[src/rtl/utu_pkg.sv]
// shared types, constants and helper functions of the utf-8 to utf-16 transcoder
package utu_pkg;

  // width of the running unit counter
  localparam int COUNT_BITS = 16;
  // width used to compare the counter against the 16-bit capacity
  localparam int CMP_W = (COUNT_BITS > 16) ? COUNT_BITS : 16;

  // job queue geometry
  localparam int QUEUE_DEPTH = 4;
  localparam int QPTR_W = $clog2(QUEUE_DEPTH);
  localparam int QCNT_W = $clog2(QUEUE_DEPTH + 1);

  // configuration port
  localparam int CFG_IDX_W = 4;
  localparam int CFG_DATA_W = 16;
  localparam logic [CFG_IDX_W-1:0] REG_MODE = CFG_IDX_W'(0);
  localparam logic [CFG_IDX_W-1:0] REG_CAPACITY = CFG_IDX_W'(1);

  // mode codes
  localparam logic MODE_CONVERT = 1'b0;
  localparam logic MODE_LENGTH = 1'b1;

  // second byte class codes
  localparam logic [2:0] CLS_ANY = 3'd0;
  localparam logic [2:0] CLS_E0 = 3'd1;
  localparam logic [2:0] CLS_ED = 3'd2;
  localparam logic [2:0] CLS_F0 = 3'd3;
  localparam logic [2:0] CLS_F4 = 3'd4;

  typedef enum logic [1:0] {
    ST_OK      = 2'd0,
    ST_INVALID = 2'd1,
    ST_NOSPACE = 2'd2
  } status_t;

  typedef struct packed {
    logic [7:0] data_byte;
    logic       final_byte;
  } in_item_t;

  typedef struct packed {
    logic [15:0] code_unit;
    logic        unit_valid;
    logic        done_res;
    status_t     status;
    logic [15:0] unit_count;
    logic        last_result;
  } out_item_t;

  // work for the back end: up to two units, then an optional done word
  typedef struct packed {
    logic [15:0] unit_a;
    logic [15:0] unit_b;
    logic [1:0]  n_units;
    logic        done;
    status_t     status;
    logic [15:0] count;
  } job_t;

  // lowest continuation byte allowed for a class
  function automatic logic [7:0] cont_lo(input logic [2:0] cls);
    logic [7:0] lo;
    case (cls)
      CLS_E0:  lo = 8'hA0;
      CLS_F0:  lo = 8'h90;
      default: lo = 8'h80;
    endcase
    return lo;
  endfunction

  // highest continuation byte allowed for a class
  function automatic logic [7:0] cont_hi(input logic [2:0] cls);
    logic [7:0] hi;
    case (cls)
      CLS_ED:  hi = 8'h9F;
      CLS_F4:  hi = 8'h8F;
      default: hi = 8'hBF;
    endcase
    return hi;
  endfunction

endpackage

[src/rtl/utu_front.sv]
// front end: takes bytes, decodes utf-8 and queues jobs for units and ends
module utu_front import utu_pkg::*; (
  input  logic        clk,
  input  logic        rst_n,
  input  logic        in_valid,
  output logic        in_ready,
  input  in_item_t    in_data,
  input  logic        mode,
  input  logic [15:0] capacity,
  input  logic        q_full,
  output logic        q_push,
  output job_t        q_job
);

  logic [20:0]           acc_r, acc_nxt;
  logic [1:0]            rem_r, rem_nxt;
  logic [2:0]            cls_r, cls_nxt;
  logic                  discard_r, discard_nxt;
  logic [COUNT_BITS-1:0] cnt_r, cnt_nxt;

  logic                  accept;
  logic                  err, complete, fin;
  status_t               st;
  logic [7:0]            b;
  logic [20:0]           acc_v, adj;
  logic [COUNT_BITS-1:0] cnt_v;
  logic [COUNT_BITS:0]   sum1, sum2;
  logic [COUNT_BITS-1:0] sat1, sat2;
  logic [CMP_W:0]        cnt_ext, cnt_p1_ext, cap_ext;
  logic [CMP_W-1:0]      cnt_wide;
  logic [1:0]            rem_v;
  logic [2:0]            cls_v;
  job_t                  job;

  assign in_ready = ~q_full;
  assign accept   = in_valid & in_ready;
  assign b        = in_data.data_byte;
  assign fin      = in_data.final_byte;

  // counter arithmetic: saturating adds and capacity compares
  assign sum1       = {1'b0, cnt_r} + (COUNT_BITS+1)'(1);
  assign sum2       = {1'b0, cnt_r} + (COUNT_BITS+1)'(2);
  assign sat1       = sum1[COUNT_BITS] ? {COUNT_BITS{1'b1}} : sum1[COUNT_BITS-1:0];
  assign sat2       = sum2[COUNT_BITS] ? {COUNT_BITS{1'b1}} : sum2[COUNT_BITS-1:0];
  assign cnt_ext    = (CMP_W+1)'(cnt_r);
  assign cnt_p1_ext = cnt_ext + (CMP_W+1)'(1);
  assign cap_ext    = (CMP_W+1)'(capacity);

  // decode of one byte against the current sequence state
  always_comb begin
    acc_nxt     = acc_r;
    rem_nxt     = rem_r;
    cls_nxt     = cls_r;
    discard_nxt = discard_r;
    cnt_nxt     = cnt_r;
    err         = 1'b0;
    complete    = 1'b0;
    st          = ST_OK;
    acc_v       = acc_r;
    rem_v       = rem_r;
    cls_v       = cls_r;
    cnt_v       = cnt_r;
    adj         = '0;
    cnt_wide    = '0;
    job         = '0;

    if (discard_r) begin
      if (fin) begin
        discard_nxt = 1'b0;
        acc_nxt     = '0;
        rem_nxt     = '0;
        cls_nxt     = CLS_ANY;
        cnt_nxt     = '0;
      end
    end else begin
      if (rem_r == 2'd0) begin
        if (mode == MODE_CONVERT && cnt_ext >= cap_ext) begin
          err = 1'b1;
          st  = ST_NOSPACE;
        end else if (b < 8'h80) begin
          acc_v    = 21'(b);
          complete = 1'b1;
        end else if (b >= 8'hC2 && b <= 8'hDF) begin
          acc_v = 21'(b[4:0]);
          rem_v = 2'd1;
          cls_v = CLS_ANY;
        end else if (b >= 8'hE0 && b <= 8'hEF) begin
          acc_v = 21'(b[3:0]);
          rem_v = 2'd2;
          cls_v = (b == 8'hE0) ? CLS_E0 : (b == 8'hED) ? CLS_ED : CLS_ANY;
        end else if (b >= 8'hF0 && b <= 8'hF4) begin
          acc_v = 21'(b[2:0]);
          rem_v = 2'd3;
          cls_v = (b == 8'hF0) ? CLS_F0 : (b == 8'hF4) ? CLS_F4 : CLS_ANY;
        end else begin
          err = 1'b1;
          st  = ST_INVALID;
        end
      end else begin
        if (b < cont_lo(cls_r) || b > cont_hi(cls_r)) begin
          err = 1'b1;
          st  = ST_INVALID;
        end else begin
          acc_v = {acc_r[14:0], b[5:0]};
          cls_v = CLS_ANY;
          rem_v = rem_r - 2'd1;
          if (rem_r == 2'd1) begin
            complete = 1'b1;
          end
        end
      end

      // finished code point: emit or count units
      if (!err && complete) begin
        adj = acc_v - 21'h010000;
        if (acc_v < 21'h010000) begin
          if (mode == MODE_CONVERT) begin
            job.unit_a  = acc_v[15:0];
            job.n_units = 2'd1;
          end
          cnt_v = sat1;
        end else if (mode == MODE_CONVERT) begin
          if (cnt_p1_ext >= cap_ext) begin
            err = 1'b1;
            st  = ST_NOSPACE;
          end else begin
            job.unit_a  = {6'b110110, adj[19:10]};
            job.unit_b  = {6'b110111, adj[9:0]};
            job.n_units = 2'd2;
            cnt_v       = sat2;
          end
        end else begin
          cnt_v = sat2;
        end
        acc_v = '0;
      end

      // truncated sequence at the end of the message
      if (!err && fin && rem_v != 2'd0) begin
        err = 1'b1;
        st  = ST_INVALID;
      end

      cnt_wide = CMP_W'(cnt_v);
      if (err || fin) begin
        job.done    = 1'b1;
        job.status  = st;
        job.count   = cnt_wide[15:0];
        acc_nxt     = '0;
        rem_nxt     = '0;
        cls_nxt     = CLS_ANY;
        cnt_nxt     = '0;
        discard_nxt = err & ~fin;
      end else begin
        acc_nxt = acc_v;
        rem_nxt = rem_v;
        cls_nxt = cls_v;
        cnt_nxt = cnt_v;
      end
    end
  end

  assign q_job  = job;
  assign q_push = accept & (job.done | (job.n_units != 2'd0));

  // sequence state
  always_ff @(posedge clk) begin
    if (!rst_n) begin
      acc_r     <= '0;
      rem_r     <= '0;
      cls_r     <= CLS_ANY;
      discard_r <= 1'b0;
      cnt_r     <= '0;
    end else if (accept) begin
      acc_r     <= acc_nxt;
      rem_r     <= rem_nxt;
      cls_r     <= cls_nxt;
      discard_r <= discard_nxt;
      cnt_r     <= cnt_nxt;
    end
  end

endmodule

[src/rtl/utu_queue.sv]
// short job queue between the decoder and the result sequencer
module utu_queue import utu_pkg::*; (
  input  logic clk,
  input  logic rst_n,
  input  logic push,
  input  job_t push_job,
  output logic full,
  input  logic pop,
  output logic head_valid,
  output job_t head_job
);

  job_t              mem [QUEUE_DEPTH];
  logic [QPTR_W-1:0] wr_ptr_r, wr_ptr_nxt;
  logic [QPTR_W-1:0] rd_ptr_r, rd_ptr_nxt;
  logic [QCNT_W-1:0] cnt_r, cnt_nxt;
  logic              do_push, do_pop;

  assign full       = (cnt_r == QCNT_W'(QUEUE_DEPTH));
  assign head_valid = (cnt_r != '0);
  assign head_job   = mem[rd_ptr_r];
  assign do_push    = push & ~full;
  assign do_pop     = pop & head_valid;

  // pointer and fill count update
  always_comb begin
    wr_ptr_nxt = wr_ptr_r;
    rd_ptr_nxt = rd_ptr_r;
    cnt_nxt    = cnt_r;
    if (do_push) begin
      wr_ptr_nxt = wr_ptr_r + QPTR_W'(1);
    end
    if (do_pop) begin
      rd_ptr_nxt = rd_ptr_r + QPTR_W'(1);
    end
    if (do_push && !do_pop) begin
      cnt_nxt = cnt_r + QCNT_W'(1);
    end else if (!do_push && do_pop) begin
      cnt_nxt = cnt_r - QCNT_W'(1);
    end
  end

  always_ff @(posedge clk) begin
    if (!rst_n) begin
      wr_ptr_r <= '0;
      rd_ptr_r <= '0;
      cnt_r    <= '0;
    end else begin
      wr_ptr_r <= wr_ptr_nxt;
      rd_ptr_r <= rd_ptr_nxt;
      cnt_r    <= cnt_nxt;
    end
  end

  // entry storage
  always_ff @(posedge clk) begin
    if (do_push) begin
      mem[wr_ptr_r] <= push_job;
    end
  end

endmodule

[src/rtl/utu_back.sv]
// back end: walks jobs, one result word per cycle while out_ready is high
module utu_back import utu_pkg::*; (
  input  logic      clk,
  input  logic      rst_n,
  input  logic      head_valid,
  input  job_t      head_job,
  output logic      pop,
  output logic      out_valid,
  input  logic      out_ready,
  output out_item_t out_data
);

  logic [1:0] step_r, step_nxt;
  logic       out_valid_r, out_valid_nxt;
  out_item_t  out_r, out_nxt;
  logic       load, last;
  logic [1:0] total;

  assign total = head_job.n_units + 2'(head_job.done);
  assign last  = (step_r == total - 2'd1);
  assign load  = head_valid & (~out_valid_r | out_ready);
  assign pop   = load & last;

  // pick the result at the current step of the head job
  always_comb begin
    out_nxt       = out_r;
    out_valid_nxt = out_valid_r;
    step_nxt      = step_r;
    if (load) begin
      out_nxt = '0;
      if (step_r < head_job.n_units) begin
        out_nxt.code_unit  = (step_r == 2'd0) ? head_job.unit_a : head_job.unit_b;
        out_nxt.unit_valid = 1'b1;
      end else begin
        out_nxt.done_res   = 1'b1;
        out_nxt.status     = head_job.status;
        out_nxt.unit_count = head_job.count;
      end
      out_nxt.last_result = last;
      out_valid_nxt       = 1'b1;
      step_nxt            = last ? 2'd0 : step_r + 2'd1;
    end else if (out_ready) begin
      out_valid_nxt = 1'b0;
    end
  end

  always_ff @(posedge clk) begin
    if (!rst_n) begin
      step_r      <= '0;
      out_valid_r <= 1'b0;
    end else begin
      step_r      <= step_nxt;
      out_valid_r <= out_valid_nxt;
    end
  end

  // output word register
  always_ff @(posedge clk) begin
    out_r <= out_nxt;
  end

  assign out_valid = out_valid_r;
  assign out_data  = out_r;

endmodule

[src/rtl/utu_to_utf16_top_note.sv]
// configuration register file of the transcoder
module utu_cfg import utu_pkg::*; (
  input  logic                  clk,
  input  logic                  rst_n,
  input  logic                  cfg_valid,
  output logic                  cfg_ready,
  input  logic [CFG_IDX_W-1:0]  cfg_index,
  input  logic [CFG_DATA_W-1:0] cfg_wdata,
  output logic                  mode,
  output logic [15:0]           capacity
);

  logic        mode_r;
  logic [15:0] cap_r;

  assign cfg_ready = 1'b1;

  // register writes, unknown indexes are dropped
  always_ff @(posedge clk) begin
    if (!rst_n) begin
      mode_r <= MODE_CONVERT;
      cap_r  <= 16'hFFFF;
    end else if (cfg_valid) begin
      if (cfg_index == REG_MODE) begin
        mode_r <= cfg_wdata[0];
      end else if (cfg_index == REG_CAPACITY) begin
        cap_r <= cfg_wdata[15:0];
      end
    end
  end

  assign mode     = mode_r;
  assign capacity = cap_r;

endmodule

[src/rtl/utf8_to_utf16_transcoder.sv]
// top level of the streaming utf-8 to utf-16 transcoder
// Takes one UTF-8 byte per cycle while in_ready is high and returns UTF-16
// units and a closing done word with status and unit count. The decoder
// accepts a byte every cycle as long as its four-entry job queue has room;
// each byte turns into zero to three result words, which the output register
// hands out at one word per cycle while out_ready is high. The queue lets
// bursts of pair-producing bytes be absorbed while the output side is
// stalled. Mode and capacity must be written through the cfg port only while
// the block is idle, which the block does not enforce; cfg_ready is tied high.
module utf8_to_utf16_transcoder import utu_pkg::*; (
  input  logic                  clk,
  input  logic                  rst_n,
  input  logic                  in_valid,
  output logic                  in_ready,
  input  in_item_t              in_data,
  output logic                  out_valid,
  input  logic                  out_ready,
  output out_item_t             out_data,
  input  logic                  cfg_valid,
  output logic                  cfg_ready,
  input  logic [CFG_IDX_W-1:0]  cfg_index,
  input  logic [CFG_DATA_W-1:0] cfg_wdata
);

  logic        mode;
  logic [15:0] capacity;
  logic        q_full, q_push, q_pop, q_head_valid;
  job_t        q_job, q_head;

  utu_cfg u_cfg (
    .clk       (clk),
    .rst_n     (rst_n),
    .cfg_valid (cfg_valid),
    .cfg_ready (cfg_ready),
    .cfg_index (cfg_index),
    .cfg_wdata (cfg_wdata),
    .mode      (mode),
    .capacity  (capacity)
  );

  utu_front u_front (
    .clk      (clk),
    .rst_n    (rst_n),
    .in_valid (in_valid),
    .in_ready (in_ready),
    .in_data  (in_data),
    .mode     (mode),
    .capacity (capacity),
    .q_full   (q_full),
    .q_push   (q_push),
    .q_job    (q_job)
  );

  utu_queue u_queue (
    .clk        (clk),
    .rst_n      (rst_n),
    .push       (q_push),
    .push_job   (q_job),
    .full       (q_full),
    .pop        (q_pop),
    .head_valid (q_head_valid),
    .head_job   (q_head)
  );

  utu_back u_back (
    .clk        (clk),
    .rst_n      (rst_n),
    .head_valid (q_head_valid),
    .head_job   (q_head),
    .pop        (q_pop),
    .out_valid  (out_valid),
    .out_ready  (out_ready),
    .out_data   (out_data)
  );

endmodule
[config.mk]
export PLATFORM = sky130hd
export DESIGN_NAME = utf8_to_utf16_transcoder
export DESIGN_NICKNAME = d
export VERILOG_FILES = /design/src/rtl/utu_pkg.sv /design/src/rtl/utu_front.sv /design/src/rtl/utu_queue.sv /design/src/rtl/utu_back.sv /design/src/rtl/utu_to_utf16_top_note.sv /design/src/rtl/utf8_to_utf16_transcoder.sv
export SDC_FILE = /design/constraint.sdc
export NUM_CORES = 1
export LEC_CHECK = 0
export BUFFER_PORTS_ARGS = -buffer_cell sky130_fd_sc_hd__buf_2
export CORE_AREA = 10 10 164 243
export CTS_CLUSTER_DIAMETER = 150
export DETAILED_ROUTE_END_ITERATION = 12
export DIE_AREA = 0 0 174 253
export PLACE_DENSITY = 0.59
export SLEW_MARGIN = 20
export SYNTH_ARGS = -nofsm -noshare
export SYNTH_HDL_FRONTEND = slang
export SYNTH_SLANG_ARGS = --single-unit
[constraint.sdc]
create_clock -name clk -period 7.3 [get_ports clk]
set_input_delay 0.365 -clock clk [delete_from_list [all_inputs] [get_ports clk]]
set_output_delay 0.365 -clock clk [all_outputs]
set_load 0.01 [all_outputs]
; ---- After elaboration in Yosys (flattened, before gate mapping)
; Memories as Yosys holds them, arrays and structs flattened. A register that Yosys moved wholly into a read port is not among the register bits.
; Cells that the tools add are included.
[word_totals]
memories = 1
ff_bits = 107
ramBits = 212
output_inout_bits = 40
wordCells = 211
in_bits = 34
[op_classes]
magnitude_cmp = 13
mux = 110
n_bitwise = 14
add_sub_neg = 11
n_eq_ne = 17
reduce_logical = 27
[memory_table]
columns = memory, depth, word_bits, rd, rd_ports_with_merged_regs, write_ports, line
row1 = u_queue.mem, 4, 53, 1, 1, 1, utu_queue.sv:13  ; job_t mem [QUEUE_DEPTH];
[op_table]
columns = op, count
row1 = 2-to-1 mux 21 bit, 12
row2 = 2-to-1 mux 16 bit, 13
row3 = 2-to-1 mux 34 bit, 3
row4 = 2-to-1 mux 53 bit, 1
row5 = 2-to-1 mux 2 bit, 26
row6 = 2-to-1 mux 3 bit, 15
row7 = 2-to-1 mux 19 bit, 2
row8 = == test 8 bit (second input constant), 4
row9 = 2-to-1 mux 1 bit, 32
row10 = 2-to-1 mux 8 bit, 4
row11 = greater-or-equal comparator 8 bit (second input constant), 3
row12 = <= comparator 8 bit (second input constant), 3
row13 = case mux 6 bit (2 select lines), 2
row14 = less-than comparator 21 x 17 -> 1 bit (second input constant), 1
row15 = subtractor 20 x 17 -> 20 bit (second input constant), 1
row16 = adder 16 x 1 -> 17 bit (second input constant), 1
row17 = adder 16 x 2 -> 17 bit (second input constant), 1
row18 = greater-or-equal comparator 17 x 16 -> 1 bit, 1
row19 = greater-or-equal comparator 16 bit, 1
row20 = logical AND 1 bit, 9
row21 = greater-than comparator 8 bit, 1
row22 = less-than comparator 8 bit, 1
row23 = less-than comparator 8 bit (second input constant), 1
row24 = inequality test 4 x 3 -> 1 bit (second input constant), 2
row25 = other kinds (27), 52

; ---- Logic depth before layout (Yosys ltp)
[logic_depth]
ltp_word = 30
depth_mapped = 17
mapped_depth_nobuf = 16

; ---- By module
; From an unflattened synthesis, not the netlist that was laid out.
[unflattened]
cells_unflattened = 1156
hier_area_um2 = 15367.2
[by_module_without_submodules]
columns = module, area_per_inst_um2, cells_each, instances, seq_area_each_um2
row1 = utu_queue, 8184.1, 325, 1, 6546.3
row2 = utu_front, 4634.4, 628, 1, 860.8
row3 = utu_back, 1752.9, 125, 1, 1171.1
row4 = utu_cfg, 795.8, 78, 1, 340.3

; ---- Worst setup path before layout
; Ideal clock, no wire load.
[synth_path]
path_kind = reg-to-reg
from = reg u_front.cnt_r[4]
to = mem u_queue.mem[0][12] (netlist bit), data pin
path_slack_ns = 3.102
path_buffers = 2
synth_period_minus_slack_ns = 4.198
arrival_ns = 3.930
setup_time_ns = 0.268
required_ns = 7.032
path_stages_with_launch = 17
cell_sequence = dfxtp_1 > clkbuf_1 > and4_1 > and2_1 > nand4_1 > nor3_1 > xor2_1 > ha_1 > and4_1 > and3_1 > a32o_1 > o31a_1 > buf_6 > or3_1 > or4_1 > o211ai_1 > nor2_1
[synth_rtl]
columns = element, line
row1 = from (decl), utu_front.sv:19  ; logic [COUNT_BITS-1:0] cnt_r, cnt_nxt;
row2 = from (signal assigned), utu_front.sv:179  ; cnt_r <= cnt_nxt;
row3 = to (decl), utu_queue.sv:13

==> run metrics <==
status completed; Num CTS Buffers 28; Critical Path RT 7.59 ns; # IOs 74; clock power share 31.1%; area share of the largest cell type after synthesis 48.3%; Final Wtd Congestion 0.878; R2R cell count 14; clk slew on worst S/H paths 0.07 ns; number of flops mapped to enable cells by yosys 225; Area growth, synth to finish 12.6%; GRT Util Overall 15.4%; post-layout min period 5.42 ns; ys async rst share 0%; pin count of the biggest net entering global routing 48; Multi-input gate area 5350 µm²; worst min path class in2reg; Avg Cell Area, Syn 12.8 µm²; port bufs 72; Syn Nets 1175; die width 174 µm; DRT Pass-1 Iters 5; Setup Fix Bufs, Post-CTS 0; Post-DRT Antenna Nets 0; sequential fraction of the synthesis area 58.6%; Syn Inst Count 1092; layout cell share with drive strength beyond 1 18.1%; Sw Pwr 1.43 mW; nets 1230; Final setup viols 0; CTS tree done; Peak Freq 0.184 GHz; # hold bufs at CTS 0; Reg power frac 45.1%; synth unique cells 82; Netlist Area Pre-Place 14000 µm²; crit path launch type flop; final hold viol count 0; CTS root buffer clkbuf_16; crit path DAT 5.71 ns; ant diodes 0; Placed Instances 1595; synth cell count leaders edfxtp_1 (225), nand2_1 (90), dfxtp_1 (72); first-pass GRT wire length 54.1 mm; max-cap violations 0; number of synthesis warnings 0; FF+latch count, synth 297; kind of end point of the critical path flop; maximum fanout along the worst path 17; GR Overflow Total 0; initial antenna violation count 0; PwrDens 313 nW/µm²; Pint 3.51 mW; Clk Latency, worst-skew pair 0.55 ns; starting DRC count in detailed routing 681; Crit Path Category reg2reg; Slew @ Worst Pin 1.06 ns; vias in the first global route 9251; clk sinks 297; via count 9099; # fillers 3287; CORE AREA 35500 µm²; Tcrit/Tclk final 74.3%; Slew Viols, Final 0; Finished Layout Cells 1647; # resized after CTS 0; Leakage 5.66 nW; die footprint 44000 µm²; Slew HR 28.8%; Avg Vias per Cell 5.52; chip height 253 µm; Routed WL per cell 20.9 µm; placed wire-length estimate 23.9 mm; Starting Density 39.4%; register area 8200 µm²; DRT Wirelength 34.5 mm; ys flop type edfxtp_1; row count 85; CTS Buffer Depth 3; Clock Skews 0.00673 ns; VDD IR-drop max 0.191 mV; switching share of power 29.0%; CTS HTree Levels 1; Logic pwr share 23.8%; area leader, netlist edfxtp_1; Synth area leaders edfxtp_1 (48%), dfxtp_1 (10%), mux4_2 (7.6%); hold-critical path depth 3; RSZ-0062 raised after global routing no; post-route setup TNS 0 ns; # DRC 0; most frequent cell after synthesis edfxtp_1
==> cell type report <==
| class | instances | area share [%] |
|---|---|---|
| Multi-Input combinational cell | 687 | 33.9 |
| Clock buffer | 34 | 4.79 |
| Timing Repair Buffer | 85 | 2.91 |
| Inverter | 48 | 1.14 |
| Clock inverter | 18 | 1.39 |
| Tap cell | 478 | 3.79 |
| Sequential cell | 297 | 52.0 |
==> final timing paths <==
path,from,slack [ns],to
max,u_front.cnt_r[3],1.88,u_queue.mem[2][4]
min,cfg_wdata[3],0.04,u_cfg.capacity[3]
max reg2reg,u_front.cnt_r[3],1.88,u_queue.mem[2][4]
min reg2reg,u_front.acc_r[15],0.46,u_front.acc_r[15]
==> routing by layer <==
metal / GRT usage [%] / part of all wire (%) / vias to the layer above
li1: - / - / 4306
met4: 5.12 / 2.8 / 0
met1: 18.0 / 41 / 4540
met5: 0 / 0 / -
met2: 28.5 / 53 / 198
met3: 1.74 / 3.4 / 55
==> sequential cells by signal, indices dropped and copies added (netlist names), 2 cells and up, named ones only <==
register	flops
u_back.step_r	2
u_queue.cnt_r	3
u_queue.mem	188
u_queue.wr_ptr_r	2
u_front.cnt_r	16
u_front.acc_r	21
u_front.cls_r	3
u_cfg.capacity	16
u_back.out_data	37
u_queue.rd_ptr_r	2
u_front.rem_r	2
==> through the flow <==
step	worst slack (ns)	utilization, %	power, mW	cell area [µm²]	hold WS, ns
5_1_grt	1.52	44.4	5.18	15800	0.0258
3_5_place_dp	1.96	41.6	3.49	14800	0.449
4_1_cts	1.93	44.4	5.03	15800	0.0137
2_1_floorplan	3.10	-	3.07	14000	0.426
3_3_place_gp	2.06	41.6	3.47	14800	0.440
6_report	1.88	44.4	4.94	15800	0.0388
==> kinds of logic after synthesis <==
kind of cell	synth area share [%]
simple gates	10.9
buf+inv	3.26
fa+ha+maj	4.43
compound gates	12.3
mux	8.99
other cells	0.0268
xor+xnor	1.56
flops	58.6
==> cells in the final DEF (no fill, tap or decap), types with 28 or more instances in the layout <==
cell       instances
edfxtp_1         225
nand2_1           90
buf_2             72
dfxtp_1           70
nor2_1            65
a21oi_1           48
ha_1              48
inv_1             47
mux4_2            47
o21ai_0           32
clkbuf_16         29
o211ai_1          28
and2_1            28
==> power by group through the flow <==
stage | clock, mW | sequential (mW) | combinational, mW
6_report | 1.54 | 2.23 | 1.18
5_1_grt | 1.63 | 2.26 | 1.30
4_1_cts | 1.57 | 2.23 | 1.22
3_5_place_dp | 0 | 2.27 | 1.22
3_3_place_gp | 0 | 2.26 | 1.21
2_1_floorplan | 0 | 2.30 | 0.762
==> critical path, stage by stage, from the launching register on <==
cell	delay, ns
dfxtp_1	0.63
and4_1	0.34
and2_1	0.23
nand4_1	0.38
nor3_1	0.34
xor2_1	0.25
ha_1	0.28
and4_1	0.23
and3_1	0.18
a32o_1	0.25
o31ai_1	0.53
nor2_1	0.11
a31oi_2	0.85
inv_1	0.29
and2_1	0.26
Note: power is estimated with default switching activity, not from simulation.
